File: config.mk
export PLATFORM = sky130hd
export DESIGN_NAME = brrw_emit
export DESIGN_NICKNAME = d
export VERILOG_FILES = /design/src/rtl/core/assert_macros.svh /design/src/rtl/core/brrw_pkg.sv /design/src/rtl/core/brrw_emit.sv
export SDC_FILE = /design/constraint.sdc
export NUM_CORES = 1
export LEC_CHECK = 0
export BUFFER_PORTS_ARGS = -buffer_cell sky130_fd_sc_hd__buf_2
export CAP_MARGIN = 20
export CORE_ASPECT_RATIO = 2
export CORE_MARGIN = 2
export CORE_UTILIZATION = 43
export DETAILED_ROUTE_END_ITERATION = 12
export PLACE_DENSITY = 0.95
export SLEW_MARGIN = 10
export SYNTH_ARGS = -nofsm -noshare
export SYNTH_HDL_FRONTEND = slang
export SYNTH_SLANG_ARGS = --single-unit
File: constraint.sdc
create_clock -name i_clk -period 3.3 [get_ports i_clk]
set_input_delay 0.66 -clock i_clk [delete_from_list [all_inputs] [get_ports i_clk]]
set_output_delay 0.66 -clock i_clk [all_outputs]
set_load 0.005 [all_outputs]
File: src/rtl/core/assert_macros.svh
// Shared assertion macros for the rejection sampler.
`ifndef ASSERT_MACROS_SVH
`define ASSERT_MACROS_SVH

// Check that a implies b in the same cycle.
`define ASSERT_IMPLIES(label, clk, rst_n, a, b, msg) \
    label: assert property (@(posedge clk) disable iff (!(rst_n)) (a) |-> (b)) \
        else $error(msg);

// Check that a implies b in the next cycle.
`define ASSERT_NEXT(label, clk, rst_n, a, b, msg) \
    label: assert property (@(posedge clk) disable iff (!(rst_n)) (a) |=> (b)) \
        else $error(msg);

`endif

File: src/rtl/core/brrw_pkg.sv
`timescale 1ns / 1ps
package brrw_pkg;

    localparam int RANGE_W         = 31;
    localparam int DEF_WORD_WIDTH  = 32;

    // Partial remainders carried down the chain: one for the word, one for
    // the rejection threshold (2^W - range) mod range.
    typedef struct packed {
        logic [RANGE_W-1:0] rem_word;
        logic [RANGE_W-1:0] rem_thr;
    } t_cell_rem;

    // One restoring-division step: shift in a dividend bit, subtract the
    // divisor when it fits.
    function automatic logic [RANGE_W-1:0] rem_step(
        input logic [RANGE_W-1:0] rem,
        input logic               dbit,
        input logic [RANGE_W-1:0] divisor
    );
        logic [RANGE_W:0] shifted;
        logic [RANGE_W:0] diff;
        shifted = {rem, dbit};
        diff    = shifted - {1'b0, divisor};
        if (shifted >= {1'b0, divisor}) begin
            return diff[RANGE_W-1:0];
        end else begin
            return shifted[RANGE_W-1:0];
        end
    endfunction

endpackage

File: src/rtl/core/brrw_emit.sv
`timescale 1ns / 1ps
module brrw_emit import brrw_pkg::*; #(
    parameter int WORD_WIDTH = DEF_WORD_WIDTH
) (
    input  logic                  i_clk,
    input  logic                  i_rst_n,
    input  logic                  i_adv,
    input  logic                  i_valid,
    input  logic [WORD_WIDTH-1:0] i_word,
    input  t_cell_rem             i_rem,
    input  logic [RANGE_W-1:0]    i_range,
    output logic                  o_valid,
    output logic [RANGE_W-1:0]    o_value
);

    localparam int CMP_W = (WORD_WIDTH > RANGE_W) ? WORD_WIDTH : RANGE_W;

    logic               r_valid;
    logic [RANGE_W-1:0] r_value;
    logic               w_keep;
    logic [RANGE_W-1:0] n_value;

    // Zero range passes every word and yields zero.
    always_comb begin
        w_keep  = (i_range == '0) ||
                  (CMP_W'(i_word) >= CMP_W'(i_rem.rem_thr));
        n_value = (i_range == '0) ? '0 : i_rem.rem_word;
    end

    always_ff @(posedge i_clk) begin
        if (!i_rst_n) begin
            r_valid <= 1'b0;
        end else if (i_adv) begin
            r_valid <= i_valid && w_keep;
        end
    end

    always_ff @(posedge i_clk) begin
        if (i_adv) begin
            r_value <= n_value;
        end
    end

    assign o_valid = r_valid;
    assign o_value = r_value;

endmodule

# == Word-level counts from Yosys, hierarchy flattened ==
# Index checks and enable logic that the tools add are counted.
# word_totals
reg_bits,32
inputBits,129
output_inout_bits,32
elab_cells,6
# op_classes
magnitude_cmp,1
n_reduce_logical,3
# ops
cell,count
>= comparator 32 x 31 -> 1 bit,1
logical NOT 31 bit,1
logical AND 1 bit,1
logical OR 1 bit,1

# == Depth between registers and ports, before layout ==
# Gate-level depths: netlist of run 1.
# depth
ltp_word,3
mapped_depth,7
ltp_nobuf,7

# == Worst setup path after synthesis of run 1 ==
# No wires, ideal clock.
# synth_timing
path_kind,input port to flip-flop
startpoint,in i_word[0]
endpoint,"reg r_valid, in the netlist o_valid"
setup_time_ns,0.122
arrival_time_ns,1.945
t_required_ns,3.178
slack_ns,1.234
path_stages,7
n_path_buf,0
path_cell_list,inv_1 > ha_1 > nand2b_4 > a2111oi_4 > nand4b_1 > a31oi_1 > o311a_1
# synth_via
elab_chain_len,3
# synth_lines
element,line_no,rtl
start: declaration,brrw_emit.sv:9,"input logic [WORD_WIDTH-1:0] i_word,"
>= comparator 32 x 31 -> 1 bit,brrw_emit.sv:26,(CMP_W'(i_word) >= CMP_W'(i_rem.rem_thr));
logical OR 1 bit,brrw_emit.sv:25,w_keep = (i_range == '0) ||
logical AND 1 bit,brrw_emit.sv:34,r_valid <= i_valid && w_keep;
end signal: assignment,brrw_emit.sv:34,
end: declaration,brrw_emit.sv:18,logic r_valid;
# Every way passes these cells.
# A chain may end at the register's enable or synchronous reset.

# == Worst setup path in the final report of run 1 ==
# Same ends and word-level chain as after synthesis.

==> results.json, run 1 <==
{
  "finalNetCount": 517,
  "max_freq_ghz": 0.505,
  "yosys_warnings": 0,
  "yosys_register_bits": 32,
  "worst_hold_slack_ns": 0.626,
  "synthCells": 191,
  "dr.pass1.iters": 4,
  "cp_data_required_time_ns": 3.46,
  "grt_pass1_wl_um": 8110,
  "drive_above_1_share": 0.483,
  "hp-start": "i_rst_n",
  "fin_setup_tns_ns": 0,
  "initial_utilization": 0.444,
  "cts_htree_levels": 2,
  "gr-total-overflow": 0,
  "hold_class": "in -> reg",
  "finClkSkew_ns": 0,
  "antenna_found_initial": 0,
  "peakVddDrop_v": 0.000249,
  "final_common_cell": "buf_2",
  "drt_wl_total_um": 5340,
  "reg2reg_depth": 2,
  "drc": 0,
  "hold_end": "o_valid",
  "intPower_mw": 0.828,
  "status": "finished clean",
  "viasPerCell": 4.88,
  "grt_pass1_vias": 2014,
  "cts_setup_buffers": 0,
  "critPathMaxFanout": 1,
  "multi_input_area_um2": 951,
  "cts_root_buf": "clkbuf_8",
  "dp.final_hpwl_um": 4750,
  "path_cells": "buf_2 -> inv_1 -> ha_1 -> nand2b_4 -> a2111oi_4 -> nand4b_1 -> a31oi_1 -> o311a_1",
  "wl_per_cell_um": 12.9,
  "cts-hold-fix-buffers": 0,
  "setup_viol": 0,
  "cts_buffers": 5,
  "p_sw_mw": 0.238,
  "slew_viol_final": 0,
  "cp-end-kind": "flip-flop",
  "cts_buffer_depth": 2,
  "area.sequential_um2": 951,
  "combinationalPowerShare": 0.206,
  "final_cell_mix": "buf_2 (160), inv_1 (34), nor2b_1 (31), ha_1 (31), edfxtp_1 (31)",
  "p_clk_frac": 0.338,
  "die_w_um": 52.7,
  "sw_frac_of_total": 0.224,
  "drv_cap": 0,
  "die_h_um": 101,
  "cts_tree": "done",
  "criticalPathCategory": "in -> reg",
  "ys_seq_area_frac": 0.466,
  "r2r_setup_slack_ns": 2.49,
  "rows": 35,
  "hold_path_depth": 2,
  "grt.total_usage": 0.202,
  "r2r-end": "o_valid",
  "reg2reg_from": "o_valid",
  "worstMarginPinSlew_ns": 0.433,
  "core-area_um2": 4600,
  "post-route-period-util": 0.600,
  "slew-limit-headroom": 0.709,
  "power.density_nw_per_um2": 353,
  "gp_routability_congestion": 0.732,
  "clock-sinks": 32,
  "period_needed_ns": 1.98,
  "io_pins": 161,
  "start_kind": "input pin",
  "rsz0062_at_grt": "false",
  "ant_nets": 0,
  "syn-num-nets": 351,
  "p_leak_nw": 1.60,
  "synth_area_um2": 2040,
  "netlist-cell-type-count": 25,
  "avgSynthCellArea_um2": 10.7,
  "slowest_delay_ns": 0.35,
  "syn_to_final_growth_pct": 48.0,
  "clk_latency_ns": 0.27,
  "arrival_ns": 2.14,
  "num_vias": 2017,
  "diodes": 0,
  "grt_max_degree": 33,
  "hold_violations": 0,
  "cts_resized": 0,
  "dieArea_um2": 5350,
  "critPathSlowestCell": "o311a_1",
  "cts.clk_slew.worst_paths_ns": 0.06,
  "port_buffers": 160,
  "p_seq_frac": 0.457,
  "fillers": 377,
  "first_iter_violations": 19
}
==> cell families after synthesis <==
group	synth area share
buf+inv	0.0698
fa+ha+maj	0.190
flops	0.466
mux	0.00551
compound gates	0.0846
simple gates	0.184
==> critical path, delay by kind of cell <==
kind | cells | cell delay [ns]
AOI/OAI and AO/OA | 3 | 0.78
and+or+nand+nor | 2 | 0.30
adders and majority gates | 1 | 0.28
buffers and inverters | 2 | 0.11
==> Yosys cell counts <==
library cell   n  area (um2)
nor2_1         4        15.0
a2111oi_4      1        27.5
nand2b_4       1        13.8
a21o_1         1        7.51
o221ai_1       1        8.76
nand4b_1       2        17.5
and4_1         1        8.76
a211o_1        1        8.76
o311a_1        1        10.0
nor2b_1       31         194
nand4_1        3        18.8
mux2_2         1        11.3
buf_2          3        15.0
ha_1          31         388
o2111ai_1      1        8.76
o21ai_0        5        25.0
nand3_1        3        15.0
a21oi_1       14        70.1
edfxtp_1      31         931
nor4_1         8        50.1
nand2_1        9        33.8
inv_1         34         128
nor3_1         2        10.0
dfxtp_1        1        20.0
a31oi_1        1        6.26
==> metal layers <==
layer,wire [um],vias up,GRT usage
met5,0,-,0
met4,50,0,0.0631
met3,496,4,0.0428
met2,3070,117,0.413
met1,1730,894,0.180
li1,-,1002,-
==> metrics by stage <==
step                      std cells  worst slack [ns]  total power, mW  instance area, um2  utilization
after global placement          405              1.07            0.704                2910        0.634
final                           413              1.32             1.07                3020        0.657
after CTS                       413              1.31             1.08                3020        0.657
after global routing            413              1.26             1.12                3020        0.657
after floorplan                 191              1.23            0.585                2040            -
after detailed placement        405              1.03            0.718                2910        0.634
==> final cells by class <==
type / instances / area share
clock inverters: 2 / 0.0116
repair buffers: 162 / 0.270
inverters: 34 / 0.0422
well taps: 55 / 0.0228
clock buffers: 6 / 0.0240
flip-flops and latches: 32 / 0.315
multi-input cells: 122 / 0.315
==> power groups by stage <==
stage	sequential (mW)	combinational, mW	clock (mW)
4_1_cts	0.487	0.223	0.367
3_3_place_gp	0.495	0.209	0
6_report	0.487	0.219	0.360
5_1_grt	0.490	0.249	0.383
2_1_floorplan	0.502	0.0827	0
3_5_place_dp	0.496	0.222	0
==> worst max-delay path by stage <==
stage                         end       from  slack, ns  depth (start not counted)
after global routing      o_valid  i_word[0]       1.26                          8
after detailed placement  o_valid  i_word[0]       1.03                          8
after floorplan           o_valid  i_word[0]       1.23                          7
after CTS                 o_valid  i_word[0]       1.31                          8
final                     o_valid  i_word[0]       1.32                          8
after global placement    o_valid  i_word[0]       1.07                          8
==> sequential cells by signal, summed over array words and instances (netlist names) <==
name and count:
o_valid 1, o_value 31
(Power assumes the default switching activity.)
==> run 2, diff against run 1 <==
--- a/config.mk
+++ b/config.mk
@@ -9,9 +9,9 @@
 export CAP_MARGIN = 20
 export CORE_ASPECT_RATIO = 2
 export CORE_MARGIN = 2
-export CORE_UTILIZATION = 43
+export CORE_UTILIZATION = 36
 export DETAILED_ROUTE_END_ITERATION = 12
-export PLACE_DENSITY = 0.95
+export PLACE_DENSITY = 0.85
 export SLEW_MARGIN = 10
 export SYNTH_ARGS = -nofsm -noshare
 export SYNTH_HDL_FRONTEND = slang
==> constraint.sdc (replaced) <==
create_clock -name i_clk -period 1.8 [get_ports i_clk]
set_input_delay 0.36 -clock i_clk [delete_from_list [all_inputs] [get_ports i_clk]]
set_output_delay 0.36 -clock i_clk [all_outputs]
set_load 0.005 [all_outputs]
==> run 2 against run 1 <==
Against the previous run: cell area grew 0.29%; global-route usage down 2.7 points; largest cell class unchanged; total power increased by 72%; final cell count rose by 1.9%; combinational power up 85%; sequential power rose by 83%; worst hold slack got worse by 0.31 ns; clock skew unchanged; clock-buffer cell count fell by 1; critical path depth did not move; via count shrank 1.5%; register-to-register slack lost 1.5 ns.
==> results.json, run 2 (synthesis results as in run 1) <==
{
  "cts.clk_slew.worst_paths_ns": 0.06,
  "initial_utilization": 0.373,
  "gp_routability_congestion": 0.838,
  "first_iter_violations": 41,
  "cp-end-kind": "flip-flop",
  "hold_class": "in -> reg",
  "final_cell_mix": "buf_2 (160), inv_1 (34), nor2b_1 (31), ha_1 (31), edfxtp_1 (31)",
  "dp_slack_ns": -0.228,
  "syn_to_final_growth_pct": 48.4,
  "viasPerCell": 4.72,
  "slew-limit-headroom": 0.778,
  "cts_root_buf": "clkbuf_8",
  "period_needed_ns": 1.71,
  "largest_register_ffs": 31,
  "finalNetCount": 520,
  "critPathMaxFanout": 1,
  "dp.final_hpwl_um": 4820,
  "cts_tree": "done",
  "grt.total_usage": 0.175,
  "setup_ws_ns": 0.0878,
  "status": "finished clean",
  "grt_max_degree": 20,
  "fillers": 479,
  "peakVddDrop_v": 0.000485,
  "cts_resized": 0,
  "drv_cap": 0,
  "fin_setup_tns_ns": 0,
  "die_h_um": 111,
  "worstMarginPinSlew_ns": 0.331,
  "slew_viol_final": 0,
  "port_buffers": 160,
  "start_kind": "input pin",
  "num_vias": 1986,
  "clock-sinks": 32,
  "cp_data_required_time_ns": 1.96,
  "hold_violations": 0,
  "power.density_nw_per_um2": 604,
  "final_common_cell": "buf_2",
  "clk_latency_ns": 0.27,
  "cts_buffers": 5,
  "diodes": 0,
  "grt_pass1_wl_um": 8530,
  "drc": 0,
  "dr.pass1.iters": 5,
  "rows": 38,
  "criticalPathCategory": "in -> reg",
  "arrival_ns": 1.88,
  "ant_nets": 0,
  "p_leak_nw": 1.61,
  "gr-total-overflow": 0,
  "post-route-period-util": 0.951,
  "antenna_found_initial": 0,
  "cts_htree_levels": 2,
  "wl_per_cell_um": 13.0,
  "setup_viol": 0,
  "io_pins": 161,
  "fin_util": 0.554,
  "drt_wl_total_um": 5460,
  "dieArea_um2": 6330,
  "drive_above_1_share": 0.490,
  "grt_pass1_vias": 2117,
  "cts_buffer_depth": 2,
  "core-area_um2": 5470,
  "rsz0062_at_grt": "false",
  "max_freq_ghz": 0.584,
  "die_w_um": 57.3,
  "cts_setup_buffers": 0,
  "finClkSkew_ns": 0,
  "cts-hold-fix-buffers": 0
}
-- run 2: cell count changes in the layout (fill, tap and decap cells not counted) --
| cell | before | now |
|---|---|---|
| clkbuf_1 | 1 | 0 |
| buf_4 | 2 | 5 |
| bufinv_16 | 1 | 0 |
| clkinv_2 | 1 | 2 |
| clkinv_4 | 0 | 1 |
-- run 2: path summary, 6_finish.rpt --
path	startpoint	endpoint	slack [ns]	cells past startpoint
max	i_word[0]	o_valid	0.09	8
min	i_rst_n	o_valid	0.32	2
max reg2reg	o_valid	o_valid	1.01	2
min reg2reg	o_valid	o_valid	0.65	2
-- run 2: cell type report --
class / count / area (um2) / area share
sequential: 32 / 951 / 0.314
multi-input combinational: 122 / 951 / 0.314
timing repair buffer: 165 / 838 / 0.277
inverter: 34 / 128 / 0.0421
tap: 60 / 75.1 / 0.0248
clock buffer: 5 / 68.8 / 0.0227
clock inverter: 3 / 18.8 / 0.00619
-- run 2: critical path: stages --
cell	delay, ns
buf_2	0.07
inv_1	0.04
ha_1	0.28
nand2b_4	0.15
a2111oi_4	0.38
nand4b_1	0.16
a31oi_1	0.09
o311a_1	0.35
-- run 2: through the flow --
stage               cells  instance area (um2)  hold WS (ns)  power, mW
CTS                   421                 3030         0.303       1.86
detailed placement    413                 2940         0.611       1.32
global route          421                 3030         0.317       1.95
finish                421                 3030         0.318       1.83
global placement      413                 2940         0.598       1.30
floorplan             191                 2040         0.472       1.07
-- run 2: routing by layer --
metal  part of all wire  track usage
met3              0.083       0.0281
met5                  0            0
met4              0.014       0.0651
met2               0.61        0.374
met1               0.29        0.141
-- run 2: power by group --
part | internal (mW) | switching, mW
Clock | 0.269 | 0.262
Sequential | 0.880 | 0.0128
Combinational | 0.230 | 0.176
==> run 3, diff against run 2 <==
--- a/config.mk
+++ b/config.mk
@@ -12,6 +12,7 @@
 export CORE_UTILIZATION = 36
 export DETAILED_ROUTE_END_ITERATION = 12
 export PLACE_DENSITY = 0.85
+export RECOVER_POWER = 25
 export SLEW_MARGIN = 10
 export SYNTH_ARGS = -nofsm -noshare
 export SYNTH_HDL_FRONTEND = slang
==> run 3 against run 2 <==
Against the previous run: global-route usage did not move; maximum frequency barely moved; wire length barely moved; setup slack improved by 0.00072 ns; die area did not move; non-clock buffer count did not move; sequential power barely moved; clock skew did not move; critical endpoint unchanged.
==> results.json, run 3 (synthesis results as in run 1) <==
{
  "status": "finished clean",
  "post-route-period-util": 0.951,
  "viasPerCell": 4.71,
  "final_common_cell": "buf_2",
  "p_sw_mw": 0.451,
  "path_cells": "buf_2 -> inv_1 -> ha_1 -> nand2b_4 -> a2111oi_4 -> nand4b_1 -> a31oi_1 -> o311a_1",
  "largest_register_ffs": 31,
  "clk_latency_ns": 0.27,
  "cp_data_required_time_ns": 1.96,
  "gr-total-overflow": 0,
  "dr.pass1.iters": 4,
  "slowest_delay_ns": 0.38,
  "cts_setup_buffers": 0,
  "critPathMaxFanout": 1,
  "finalNetCount": 520,
  "rsz0062_at_grt": "false",
  "hold_class": "in -> reg",
  "multi_input_area_um2": 951,
  "clock-sinks": 32,
  "grt_max_degree": 20,
  "max_freq_ghz": 0.584,
  "area.sequential_um2": 951,
  "syn_to_final_growth_pct": 48.0,
  "first_iter_violations": 45,
  "period_needed_ns": 1.71,
  "dieArea_um2": 6330,
  "arrival_ns": 1.87,
  "drive_above_1_share": 0.482,
  "criticalPathCategory": "in -> reg",
  "p_leak_nw": 1.60,
  "setup_viol": 0,
  "die_w_um": 57.3,
  "drv_cap": 0,
  "cts_root_buf": "clkbuf_8",
  "p_clk_frac": 0.290,
  "start_kind": "input pin",
  "fin_util": 0.553,
  "intPower_mw": 1.38,
  "grt_pass1_wl_um": 8530,
  "cts_resized": 0,
  "cp-end-kind": "flip-flop",
  "fillers": 478,
  "cts_buffer_depth": 2,
  "io_pins": 161,
  "ant_nets": 0,
  "dp_slack_ns": -0.228,
  "rows": 38,
  "worstMarginPinSlew_ns": 1.04,
  "cts-hold-fix-buffers": 0,
  "core-area_um2": 5470,
  "antenna_found_initial": 0,
  "cts.clk_slew.worst_paths_ns": 0.06,
  "final_cell_mix": "buf_2 (159), inv_1 (34), nor2b_1 (31), ha_1 (31), edfxtp_1 (31)",
  "worst_hold_slack_ns": 0.318,
  "combinationalPowerShare": 0.221,
  "die_h_um": 111,
  "final_area_um2": 3020,
  "cts_tree": "done",
  "wl_per_cell_um": 13.0,
  "initial_utilization": 0.373,
  "critPathSlowestCell": "a2111oi_4",
  "drc": 0,
  "hold_violations": 0,
  "cts_htree_levels": 2,
  "slew_viol_final": 0,
  "p_seq_frac": 0.489,
  "port_buffers": 160,
  "grt_pass1_vias": 2117,
  "gp_routability_congestion": 0.838,
  "dp.final_hpwl_um": 4820,
  "setup_ws_ns": 0.0885,
  "finClkSkew_ns": 0,
  "dpl_cell_area_um2": 2940,
  "slew-limit-headroom": 0.305,
  "diodes": 0,
  "fin_setup_tns_ns": 0,
  "power.density_nw_per_um2": 605,
  "cts_buffers": 5,
  "peakVddDrop_v": 0.000485,
  "grt.total_usage": 0.175,
  "num_vias": 1984,
  "sw_frac_of_total": 0.247,
  "drt_wl_total_um": 5460
}
[run 3: critical path: cells and delay by family]
kind	cells	cell delay (ns)
buf+inv	2	0.11
fa+ha+maj	1	0.28
simple gates	2	0.31
compound gates	3	0.82
[run 3: power by group through the flow]
| stage | combinational (mW) | sequential, mW | clock, mW |
|---|---|---|---|
| 5_1_grt | 0.461 | 0.898 | 0.588 |
| 2_1_floorplan | 0.152 | 0.921 | 0 |
| 4_1_cts | 0.413 | 0.894 | 0.556 |
| 6_report | 0.403 | 0.894 | 0.531 |
| 3_3_place_gp | 0.393 | 0.907 | 0 |
| 3_5_place_dp | 0.411 | 0.910 | 0 |
[run 3: layout make-up]
class,count,area share
sequential,32,0.315
multi-input combinational,122,0.315
timing repair buffer,165,0.275
inverter,34,0.0422
tap,60,0.0248
clock buffer,5,0.0228
clock inverter,3,0.00621
[run 3: through the flow]
| stage | std cells | power (mW) |
|---|---|---|
| final | 421 | 1.83 |
| after global routing | 421 | 1.95 |
| after CTS | 421 | 1.86 |
| after detailed placement | 413 | 1.32 |
| after global placement | 413 | 1.30 |
| after floorplan | 191 | 1.07 |
[run 3: layer usage]
| metal | track usage | part of all wire | vias up |
|---|---|---|---|
| li1 | - | - | 1006 |
| met1 | 0.141 | 0.29 | 859 |
| met2 | 0.374 | 0.61 | 113 |
| met3 | 0.0281 | 0.083 | 6 |
| met4 | 0.0651 | 0.014 | 0 |
| met5 | 0 | 0 | - |
[run 3: worst paths after layout]
kind              slack, ns       from  endpoint  depth (start not counted)
setup / recovery       0.09  i_word[0]   o_valid                          8
hold / removal         0.32    i_rst_n   o_valid                          2
setup reg to reg       1.01    o_valid   o_valid                          2
hold reg to reg        0.65    o_valid   o_valid                          2
