## src/rtl/core/assert_macros.svh

```systemverilog
// Shared assertion macros for the rejection sampler.
`ifndef ASSERT_MACROS_SVH
`define ASSERT_MACROS_SVH

// Check that a implies b in the same cycle.
`define ASSERT_IMPLIES(label, clk, rst_n, a, b, msg) \
    label: assert property (@(posedge clk) disable iff (!(rst_n)) (a) |-> (b)) \
        else $error(msg);

// Check that a implies b in the next cycle.
`define ASSERT_NEXT(label, clk, rst_n, a, b, msg) \
    label: assert property (@(posedge clk) disable iff (!(rst_n)) (a) |=> (b)) \
        else $error(msg);

`endif

```

## src/rtl/core/brrw_pkg.sv

```systemverilog
`timescale 1ns / 1ps
package brrw_pkg;

    localparam int RANGE_W         = 31;
    localparam int DEF_WORD_WIDTH  = 32;

    // Partial remainders carried down the chain: one for the word, one for
    // the rejection threshold (2^W - range) mod range.
    typedef struct packed {
        logic [RANGE_W-1:0] rem_word;
        logic [RANGE_W-1:0] rem_thr;
    } t_cell_rem;

    // One restoring-division step: shift in a dividend bit, subtract the
    // divisor when it fits.
    function automatic logic [RANGE_W-1:0] rem_step(
        input logic [RANGE_W-1:0] rem,
        input logic               dbit,
        input logic [RANGE_W-1:0] divisor
    );
        logic [RANGE_W:0] shifted;
        logic [RANGE_W:0] diff;
        shifted = {rem, dbit};
        diff    = shifted - {1'b0, divisor};
        if (shifted >= {1'b0, divisor}) begin
            return diff[RANGE_W-1:0];
        end else begin
            return shifted[RANGE_W-1:0];
        end
    endfunction

endpackage

```

## src/rtl/core/brrw_cell.sv

```systemverilog
`timescale 1ns / 1ps
module brrw_cell import brrw_pkg::*; #(
    parameter int WORD_WIDTH = DEF_WORD_WIDTH,
    parameter int BIT_IDX    = 0
) (
    input  logic                  i_clk,
    input  logic                  i_rst_n,
    input  logic                  i_adv,
    input  logic                  i_valid,
    input  logic [WORD_WIDTH-1:0] i_word,
    input  t_cell_rem             i_rem,
    input  logic [RANGE_W-1:0]    i_range,
    input  logic                  i_neg_bit,
    output logic                  o_valid,
    output logic [WORD_WIDTH-1:0] o_word,
    output t_cell_rem             o_rem
);

    logic                  r_valid;
    logic [WORD_WIDTH-1:0] r_word;
    t_cell_rem             r_rem;
    t_cell_rem             n_rem;

    always_comb begin
        n_rem.rem_word = rem_step(i_rem.rem_word, i_word[BIT_IDX], i_range);
        n_rem.rem_thr  = rem_step(i_rem.rem_thr, i_neg_bit, i_range);
    end

    always_ff @(posedge i_clk) begin
        if (!i_rst_n) begin
            r_valid <= 1'b0;
        end else if (i_adv) begin
            r_valid <= i_valid;
        end
    end

    always_ff @(posedge i_clk) begin
        if (i_adv) begin
            r_word <= i_word;
            r_rem  <= n_rem;
        end
    end

    assign o_valid = r_valid;
    assign o_word  = r_word;
    assign o_rem   = r_rem;

endmodule

```

## config.mk

```make
export PLATFORM = sky130hd
export DESIGN_NAME = brrw_cell
export DESIGN_NICKNAME = d
export VERILOG_FILES = /design/src/rtl/core/assert_macros.svh /design/src/rtl/core/brrw_pkg.sv /design/src/rtl/core/brrw_cell.sv
export SDC_FILE = /design/constraint.sdc
export NUM_CORES = 1
export LEC_CHECK = 0
export ABC_CLOCK_PERIOD_IN_PS = 6500
export BUFFER_PORTS_ARGS = -buffer_cell sky130_fd_sc_hd__buf_2
export CAP_MARGIN = 20
export CORE_ASPECT_RATIO = 0.7
export CORE_MARGIN = 3
export CORE_UTILIZATION = 45
export CTS_CLUSTER_SIZE = 30
export DETAILED_ROUTE_END_ITERATION = 8
export PLACE_DENSITY = 0.78
export SYNTH_ARGS = -nofsm -noshare
export SYNTH_HDL_FRONTEND = slang
export SYNTH_SLANG_ARGS = --single-unit
```

## constraint.sdc

```tcl
create_clock -name i_clk -period 6.5 [get_ports i_clk]
set_input_delay 1.3 -clock i_clk [delete_from_list [all_inputs] [get_ports i_clk]]
set_output_delay 1.3 -clock i_clk [all_outputs]
set_load 0.01 [all_outputs]
```

== Word-level counts from Yosys, hierarchy flattened ==
Index checks and enable logic that the tools add are counted.

* Multiplexer cells: 2
* $add $sub $neg: 2
* $lt $le $gt $ge: 2

{| class="wikitable"
|+ Operators with widths
! cell !! number
|-
| $ge A32 B31 Y1 || 2
|-
| $mux W31 || 2
|-
| $sub A31 B31 Y31 || 2
|}

* Logic and storage cells: 10
* Bits in registers: 95
* Output and inout port bits: 95
* Input bits: 130

== Depth between registers and ports, before layout ==
Gate-level depths: netlist of the first run.

* Depth in word-level cells: 2
* Depth in mapped cells: 15
* Depth with buffers taken out: 13

== Worst setup path after synthesis of the first run ==
Ideal clock, no wire load.

* Path kind: input-to-reg
* Start point: input port i_range[4]
* End point: register r_rem, in the netlist o_rem[23] (data pin)
* Cell stages on the path: 11
* Buffers on the path: 0
* Slack: 2.657 ns
* Required time: 6.240 ns
* Setup time: 0.260 ns
* Data arrival time: 3.583 ns
* Cell sequence: inv_1 > ha_1 > a21o_1 > or4_4 > o211ai_2 > nand2_2 > a311o_2 > o21a_1 > o31ai_2 > a21oi_1 > mux2_4

{| class="wikitable"
|+ RTL lines
! item !! RTL line !! RTL
|-
| start: declaration || brrw_cell.sv:12 || <nowiki>input logic [RANGE_W-1:0] i_range,</nowiki>
|-
| end signal: assignment || brrw_cell.sv:40 || <nowiki>r_rem <= n_rem;</nowiki>
|-
| end: declaration || brrw_cell.sv:21 || <nowiki>t_cell_rem r_rem;</nowiki>
|}

==> results of run 1 <==
[worst min-delay path, cell delays in order (launching register included)]
cell,delay [ns]
dfxtp_1,0.33
mux2i_1,0.06
nor2b_1,0.10
[final cells by class]
class,instances,area (um^2),area share
Multi-Input combinational cell,530,3780,0.445
Sequential cell,95,2840,0.335
Timing Repair Buffer,227,1160,0.136
Tap cell,195,244,0.0287
Clock buffer,9,225,0.0265
Inverter,49,184,0.0216
Clock inverter,7,55.1,0.00648
Antenna cell,2,5.00,0.000589
[registers in the layout, indices dropped and copies added (netlist names)]
| signal | flops |
|---|---|
| o_rem | 62 |
| o_valid | 1 |
| o_word | 32 |
[cells by family (layout without fill, tap and decap cells)]
logic type	count (synthesis)	after routing	share of synthesized area
AOI/OAI and AO/OA	219	219	0.200
adders and majority gates	64	64	0.118
xor gates and xnor gates	56	56	0.0709
DFF	95	95	0.411
buffers and inverters	67	292	0.0418
and+or+nand+nor	167	167	0.118
muxes	24	24	0.0400
other	0	2	0
[Yosys cell counts, drive strengths merged, types with 3 or more instances]
| master | n | area [um^2] |
|---|---|---|
| inv | 49 | 184 |
| mux2 | 23 | 267 |
| xor2 | 13 | 114 |
| and2 | 6 | 38.8 |
| a21o | 33 | 250 |
| o21bai | 13 | 97.6 |
| buf | 9 | 70.1 |
| xnor2 | 43 | 377 |
| nand4 | 8 | 50.1 |
| edfxtp | 94 | 2820 |
| o21ai | 29 | 145 |
| a21boi | 3 | 22.5 |
| nand2b | 7 | 43.8 |
| nor2b | 12 | 75.1 |
| nor2 | 64 | 240 |
| clkbuf | 9 | 35.0 |
| ha | 62 | 776 |
| nand2 | 27 | 104 |
| and4 | 3 | 26.3 |
| a31oi | 6 | 37.5 |
| or2 | 5 | 31.3 |
| and3 | 7 | 43.8 |
| o21a | 7 | 52.6 |
| a21oi | 105 | 533 |
| o211ai | 4 | 35.0 |
| nand3 | 17 | 90.1 |
| o31ai | 5 | 61.3 |
| nor3 | 5 | 25.0 |
[metal layers]
| layer | part of all wire | vias to the layer above | wire length, um |
|---|---|---|---|
| li1 | - | 2980 | - |
| met1 | 0.48 | 2783 | 9220 |
| met2 | 0.44 | 208 | 8490 |
| met3 | 0.071 | 21 | 1380 |
| met4 | 0.010 | 4 | 199 |
| met5 | 0.0016 | - | 30 |
[path summary, 6_finish.rpt]
check,from,endpoint,slack (ns),depth (start not counted)
max,i_range[17],o_rem[54],2.17,11
min,o_valid,o_valid,0.53,2
max reg2reg,o_valid,o_valid,5.91,2
min reg2reg,o_valid,o_valid,0.53,2
[report_power, final]
part / leakage (nW) / switching [mW] / internal (mW) / total, mW
clock: 0.134 / 0.256 / 0.264 / 0.520
sequential: 0.929 / 0.0214 / 0.778 / 0.799
combinational: 2.82 / 0.352 / 0.278 / 0.630
total: 3.89 / 0.629 / 1.32 / 1.95
[layout by cell type (no fill, tap or decap), drive strengths merged, types with 7 or more instances in the layout]
cell	Yosys	layout
nand3	17	17
a21oi	105	105
a21o	33	33
o21ai	29	29
o21bai	13	13
xor2	13	13
buf	9	227
nor2	64	64
nand4	8	8
ha	62	62
inv	49	52
and3	7	7
nand2b	7	7
clkbuf	9	9
xnor2	43	43
nand2	27	27
nor2b	12	12
o21a	7	7
edfxtp	94	94
mux2	23	23
[stage by stage]
| stage | std cells | cell area (um^2) | total power [mW] | utilization |
|---|---|---|---|---|
| floorplan | 692 | 6920 | 1.22 | - |
| global placement | 1096 | 8210 | 1.43 | 0.553 |
| detailed placement | 1096 | 8210 | 1.44 | 0.553 |
| CTS | 1112 | 8490 | 1.96 | 0.572 |
| global route | 1114 | 8500 | 2.06 | 0.572 |
| finish | 1114 | 8500 | 1.95 | 0.572 |
==> impl_results.md, run 1 <==
* Final hold violations at 0
* Core ar. at 0.0149 mm^2
* Routing usage on met1 at 0.316
* Clock Skew at 0 ns
* Max FO, Critical Path at 46
* CP cell instances: buf_2, inv_1, ha_1, a21o_1, a21o_1, a21o_1, a221oi_2, o41ai_1, o31ai_2, nand3_2, mux2_1
* Synth Instances at 692
* Final setup vio count at 0
* CP endpoint kind: flip-flop
* Hold Slack at 0.526 ns
* VDD IR-drop max at 0.114 mV
* Maxcap violations at 0
* Hold bufs inserted after CTS at 0
* Layer with the highest usage: met2
* Pre-CTS setup slack at 1.81 ns
* Worst slew pin tran at 0.939 ns
* Vert. Die Dim at 110 um
* Syn Area/Cell at 9.99 um^2
* CTS Root Cell: clkbuf_16
* Setup TNS at 0 ns
* Worst skew pair latency at 0.34 ns
* Seq cells post-synth at 95
* Drt wl/cell at 17.3 um
* Die area at 0.0169 mm^2
* Via count at 5996
* Effective utilization at floorplan at 0.465
* Critical Path Max Stage Delay at 0.75 ns
* Worst path most repeated cell: a21o_1
* Fillers at 1357
* Sequential-to-total area share from yosys stat at 0.411
* PnR worst setup slack at 2.17 ns
* DR iter-0 viols at 424
* Vias in the first global route at 5582
* CP max-delay cell: nand3_2
* Post-synth EDFFs at 94
* First-pass GRT wire length at 29.2 mm
* DP HPWL at 15.5 mm
* Family with the most delay on the worst path: compound AO/OA/AOI/OAI gates
* Initial antenna violation count at 4
* RSZ-0062 raised after global routing: no
* Nets@finish at 1106
* Synthesis Warnings at 0
* Outcome: finished, final reports clean
* GR Layer Usage met2 at 0.346
* Drt first pass iters at 6
* PwrDens at 229 mW/mm^2
* TritonCTS clock tree: built
* Netlist Area Pre-Place at 0.00692 mm^2
* Largest net degree at the start of global routing at 62
* Synth cell types at 64
* WL final at 19.3 mm
* Fmax at 231 MHz
* I/O pin count at 225
* Final min period at 4.33 ns
* Final Wtd Congestion at 0.916
* Final antenna-violating net count at 0
* Die span in x at 154 um
* Max_slew headroom at 0.373
* Drc violations at 0
* Global route overflow at 0
* Worst Setup Start Kind: input pin
* Vias/cell at 5.38
* Buffer count from post-CTS setup fixing at 0
* Clk slew on worst S/H paths at 0.07 ns
* Syn Nets at 886
* Pins Over Slew Limit at 0
* Crit path kind: in2reg
* Row Count at 37
* Worst Hold Class: reg2reg
* Final period utilization at 0.666
* Total CTS buffers at 9
* Sink Count at 95
* Clk buf depth at 2
* CP Data Required Time at 6.59 ns
* Met3 Track Usage GR at 0.0504
* Worst EP arrival at 4.42 ns
* P&R area growth vs syn at 22.9%
* Layout cells sized above 1 at 0.306
* Htree depth at 3
* PortBufs at 224
* Post-synth ARST share at 0
* Leak at 3.89 nW
* # resized after CTS at 0
* GRT Total Usage at 0.220
* Top FF cell, synth: edfxtp_1
* CP Buf/Inv Count at 2
Power figures use the tool's default switching activity.
==> inputs of run 2 (changes only) <==
Settings changed: ABC_AREA set to 1, ABC_CLOCK_PERIOD_IN_PS 6500 to 3900, PLACE_DENSITY 0.78 to 0.79.
Clock period 6.5 ns to 3.9 ns, I/O delays scaled along.
==> run 2 against run 1 <==
Effect of this change: setup slack worse by 1.3 ns; clock-buffer cell count is the same; worst hold slack better by 0.030 ns; highest routed layer is now met4; clock power grew 77%; critical path depth grew 5; largest cell class unchanged.
==> impl_results.md, run 2 <==
* Worst Setup Start Kind: input pin
* Final antenna-violating net count at 0
* Total Power at 3.45 mW
* First-pass GRT wire length at 40.6 mm
* PnR worst setup slack at 0.895 ns
* M1 wire length at 13.5 mm
* Ranking of synthesized cells by area: edfxtp_1 (33%), nand2_1 (25%), inv_1 (12%), ha_1 (9.1%), nand3_1 (5.3%)
* Global route overflow at 0
* TritonCTS clock tree: built
* Die area at 0.0207 mm^2
* Buffer count from post-CTS setup fixing at 0
* PortBufs at 224
* Drc violations at 0
* Effective utilization at floorplan at 0.467
* Hold bufs inserted after CTS at 0
* Post-synth top area cell: edfxtp_1
* Post-synth EDFFs at 94
* Maxcap violations at 0
* Final period utilization at 0.770
* CP endpoint kind: flip-flop
* Area share of the largest cell type after synthesis at 0.330
* Initial antenna violation count at 0
* Outcome: finished, final reports clean
* Sequential-to-total area share from yosys stat at 0.332
* Worst slew pin tran at 0.847 ns
* Top FF cell, synth: edfxtp_1
* Worst reg2reg path depth at 2
* Via count at 8855
* Drt first pass iters at 6
* Clock Skew at 0 ns
* Vert. Die Dim at 121 um
* Most frequent cells in the layout: nand2_1 (580), inv_1 (278), buf_2 (223)
* Syn Nets at 1524
* DP HPWL at 22.3 mm
* CTS Root Cell: clkbuf_16
* # resized after CTS at 0
* Most frequent cell after synthesis: nand2_1
* Crit path kind: in2reg
* Metal2 WL at 10.8 mm
* Synthesis Warnings at 0
* DR iter-0 viols at 718
* Worst EP arrival at 3.23 ns
* Met3 wire len at 2.54 mm
* Max layer used: met4
* Leak at 6.06 nW
* Drt wl/cell at 15.1 um
* Seq cells post-synth at 95
* Commonest non-fill, non-tap cell in the layout: nand2_1
* Largest net degree at the start of global routing at 61
* ANT cells at 0
* Commonest cells in the netlist: nand2_1 (580), inv_1 (278), edfxtp_1 (94)
* Worst Hold Class: reg2reg
* Final min period at 3.00 ns
* Clk buf depth at 2
* Final setup vio count at 0
* Setup TNS at 0 ns
* Netlist Area Pre-Place at 0.00855 mm^2
* CP Data Required Time at 4.12 ns
* GRT Total Usage at 0.253
* Vias/cell at 4.92
* I/O pin count at 225
* Vias in the first global route at 7799
* VDD IR-drop max at 0.181 mV
* Max FO, Critical Path at 21
* Post-layout util at 0.558
* WL final at 27.1 mm
* Nets@finish at 1751
* Final hold violations at 0
* Pins Over Slew Limit at 0
* Row Count at 41
* PwrDens at 338 mW/mm^2
* Final Wtd Congestion at 0.972
* Htree depth at 3
* Core ar. at 0.0183 mm^2
* Fmax at 333 MHz
* Post-synth ARST share at 0
* Layout cells sized above 1 at 0.173
* Syn Area/Cell at 6.43 um^2
* P&R area growth vs syn at 19.4%
* Pre-CTS setup slack at 0.626 ns
* Die span in x at 171 um
* Total CTS buffers at 9
* Synth cell types at 24
* RSZ-0062 raised after global routing: no
* Clk slew on worst S/H paths at 0.08 ns
* Max FFs per register at 62
* Cells on Worst Hold Path at 2
* Sink Count at 95
* Synth Instances at 1330
* Worst skew pair latency at 0.35 ns
* Max_slew headroom at 0.435
==> run 2: cell count changes in the layout (fill, tap and decap cells not counted), moves of 9 or more <==
cell	previous run	this run
a21oi_1	103	35
a21o_1	31	0
o21ai_0	28	7
nor2_1	64	78
nand3_1	16	90
mux2_2	17	0
xor2_1	13	28
nand2_1	26	580
inv_2	0	9
xnor2_1	43	0
nor2b_1	12	0
inv_1	49	278
==> run 2: final timing paths <==
| check | from | endpoint | slack [ns] |
|---|---|---|---|
| hold / removal | o_valid | o_valid | 0.56 |
| setup / recovery | i_word[0] | o_rem[53] | 0.90 |
| setup reg to reg | o_valid | o_valid | 3.23 |
| hold reg to reg | o_valid | o_valid | 0.56 |
==> run 2: routing by layer <==
| layer | up-vias | GRT usage |
|---|---|---|
| li1 | 4512 | - |
| met1 | 3916 | 0.396 |
| met2 | 404 | 0.364 |
| met3 | 23 | 0.0449 |
| met4 | 0 | 0.0441 |
| met5 | - | 0 |
==> run 2: worst max-delay path: stages <==
cell and delay (ns):
buf_2 0.09, inv_1 0.05, ha_1 0.22, fa_1 0.36
inv_1 0.13, nand2_1 0.10, nand2_1 0.09, nand3_1 0.09
nand2_2 0.15, nand2_2 0.07, nand3_1 0.06, nand2_1 0.06
nand2_2 0.26, buf_4 0.36, nand3_1 0.22, nand2_1 0.11
==> run 2: final cells by class <==
class                           count  area, um^2
Clock inverter                      7        73.8
Multi-Input combinational cell    936        4550
Clock buffer                        9         225
Timing Repair Buffer              228        1150
Sequential cell                    95        2840
Fill cell                        1817        8100
Inverter                          287        1080
Tap cell                          236         295
==> run 2: cell families (layout without fill, tap and decap cells) <==
kind of cell | count (synthesis) | after routing | share of synthesized area
and+or+nand+nor | 796 | 796 | 0.378
AOI/OAI and AO/OA | 48 | 48 | 0.0298
adders and majority gates | 64 | 64 | 0.0954
buffers and inverters | 299 | 531 | 0.136
DFF | 95 | 95 | 0.332
xor gates and xnor gates | 28 | 28 | 0.0287
==> run 2: per-stage QoR <==
stage | hold WS, ns | instances | instance area [um^2]
finish | 0.556 | 1798 | 10200
global route | 0.582 | 1798 | 10200
CTS | 0.547 | 1798 | 10200
detailed placement | 0.538 | 1782 | 9920
global placement | 0.519 | 1782 | 9920
floorplan | 0.555 | 1330 | 8550
==> run 2: power breakdown <==
part	leakage, nW	internal (mW)	switching, mW
sequential	0.927	1.29	0.0360
clock	0.147	0.455	0.463
combinational	4.98	0.424	0.781
==> inputs of run 3 (changes only) <==
Settings changed: ABC_AREA 1 to 0, ABC_CLOCK_PERIOD_IN_PS 3900 to 2950, PLACE_DENSITY 0.79 to 0.78.
Clock period 3.9 ns to 2.95 ns, I/O delays scaled along.
==> run 3 against run 2 <==
Effect of this change: the run now ends with negative setup slack left; critical path depth is 2 lower; clock skew stayed put; cell count fell by 28%; clock power rose by 37%; die area is 18% lower; sequential power up 33%; register-to-register slack lost 0.88 ns; sequential share of layout area increased by 0.13 points; non-clock buffer count up 175; global-route usage decreased by 0.070 points; critical endpoint is now o_rem[15]; largest cell class unchanged.
==> impl_results.md, run 3 (synthesis results as in run 1) <==
* Clk buf depth at 2
* Drc violations at 0
* Multi-input logic area at 0.00399 mm^2
* Flop pwr share at 0.366
* Via count at 6768
* Net Sw Frac at 0.314
* Storage element area at 0.00284 mm^2
* Layout cells sized above 1 at 0.445
* PwrDens at 473 mW/mm^2
* Outcome: complete, but fails checks
* CP endpoint kind: flip-flop
* I/O pin count at 225
* Final hold violations at 0
* Violated checks: negative setup slack
* Leak at 4.87 nW
* RSZ-0062 raised after global routing: yes
* CP Data Required Time at 3.06 ns
* DP HPWL at 17.5 mm
* Vias/cell at 5.25
* CP cell instances: buf_8, ha_4, fa_2, nand2b_4, a21boi_2, o21ai_2, nand3b_1, a31oi_2, a31oi_2, nor2_2, o31ai_4, buf_6, buf_6, mux2_4
* Die area at 0.0169 mm^2
* Worst slew pin tran at 0.567 ns
* Final Non-Filler Cells at 1289
* Psw at 1.51 mW
* PnR worst setup slack at -0.00734 ns
* Initial antenna violation count at 3
* Hold Slack at 0.406 ns
* VDD IR-drop max at 0.271 mV
* Worst R2R Setup Slack at 2.35 ns
* Final min period at 2.96 ns
* P&R area growth vs syn at 47.0%
* P_int at 3.30 mW
* CTS Root Cell: clkbuf_16
* Commonest non-fill, non-tap cell in the layout: buf_2
* Clock Skew at 0 ns
* GRT Total Usage at 0.252
* Clk slew on worst S/H paths at 0.07 ns
* Final antenna-violating net count at 0
* Most frequent cells in the layout: buf_2 (221), buf_4 (170), a21oi_1 (96)
* Drt first pass iters at 5
* Fmax at 338 MHz
* Final period utilization at 1.00
* Core ar. at 0.0149 mm^2
* Die span in x at 154 um
* DR iter-0 viols at 447
* PortBufs at 224
* Worst skew pair latency at 0.35 ns
* Final Wtd Congestion at 0.959
* Htree depth at 3
* First-pass GRT wire length at 33.2 mm
* Vias in the first global route at 6433
* Max FO, Critical Path at 5
* Worst Hold Class: in2reg
* Drt wl/cell at 17.0 um
* Worst Setup Start Kind: input pin
* Total CTS buffers at 9
* Power share of the combinational group at 0.372
* Crit path kind: in2reg
* Sink Count at 95
* Pins Over Slew Limit at 0
* Clk pwr share at 0.262
* Largest net degree at the start of global routing at 42
* Critical Path Max Stage Delay at 0.38 ns
* TritonCTS clock tree: built
* CP max-delay cell: fa_2
* Fillers at 1204
* WL final at 21.9 mm
* Hold bufs inserted after CTS at 0
* Max_slew headroom at 0.622
* Worst EP arrival at 3.07 ns
* Nets@finish at 1282
* Effective utilization at floorplan at 0.465
* Max FFs per register at 62
* Vert. Die Dim at 110 um
* Row Count at 37
* Maxcap violations at 0
* Total Power at 4.81 mW
* Global route overflow at 0
* Final setup vio count at 3
* DP Cell Count at 1264
run 3: changes by cell type in the layout (fill, tap and decap cells not counted), moves of 15 or more:
cell	delta
xor2_1	-15
a21o_1	+31
nor2_1	-15
xnor2_1	+43
mux2_4	+15
nand3_1	-74
nand2_1	-554
inv_1	-233
o21ai_0	+15
a21oi_1	+61
buf_4	+165
run 3: worst paths after layout:
check,start,endpoint,cells past startpoint
setup / recovery,i_range[0],o_rem[15],14
hold / removal,i_word[9],o_word[9],1
setup reg to reg,o_valid,o_valid,2
hold reg to reg,o_valid,o_valid,2
run 3: critical path: cells and delay by family:
family | cells | cell delay [ns]
multiplexers | 1 | 0.30
AO/OA/AOI/OAI | 5 | 0.89
buffers and inverters | 3 | 0.40
adder cells (fa/ha/maj) | 2 | 0.54
AND/OR/NAND/NOR | 3 | 0.34
run 3: area by class of cell:
class,instances,share of cell area
Antenna cell,1,0.000246
Timing Repair Buffer,403,0.253
Multi-Input combinational cell,530,0.392
Clock buffer,9,0.0222
Tap cell,195,0.0240
Inverter,49,0.0193
Sequential cell,95,0.280
Clock inverter,7,0.00960
run 3: per-stage QoR:
stage,cell area [um^2],utilization,setup WS [ns],TNS (ns)
after CTS,9990,0.672,0.0109,0
final,10200,0.684,-0.00734,-0.0209
after detailed placement,9610,0.647,-0.487,-18.70
after global placement,9610,0.647,-0.383,-14.70
after floorplan,7050,-,-0.0638,-0.983
after global routing,10200,0.684,-0.0710,-1.03
run 3: repair_timing:
| item | in CTS | in global routing |
|---|---|---|
| hold endpoints to repair | 0 | 0 |
| buffers inserted | 3 | 2 |
| setup endpoints to repair | 29 | 48 |
| cloned | 2 | 1 |
| resized for setup | 9 | 35 |
| pin swaps | 2 | 19 |
run 3: routing by layer:
| layer | GRT usage | share of wire |
|---|---|---|
| met1 | 0.348 | 0.45 |
| met2 | 0.400 | 0.45 |
| met3 | 0.0629 | 0.079 |
| met4 | 0.0643 | 0.016 |
| met5 | 0 | 0.0013 |
run 3: power by group through the flow:
stage               logic [mW]  clock network (mW)  registers, mW
floorplan                0.847                   0           1.89
global placement          1.67                   0           1.79
detailed placement        1.70                   0           1.79
CTS                       1.73                1.28           1.76
global route              1.95                1.35           1.78
finish                    1.79                1.26           1.76
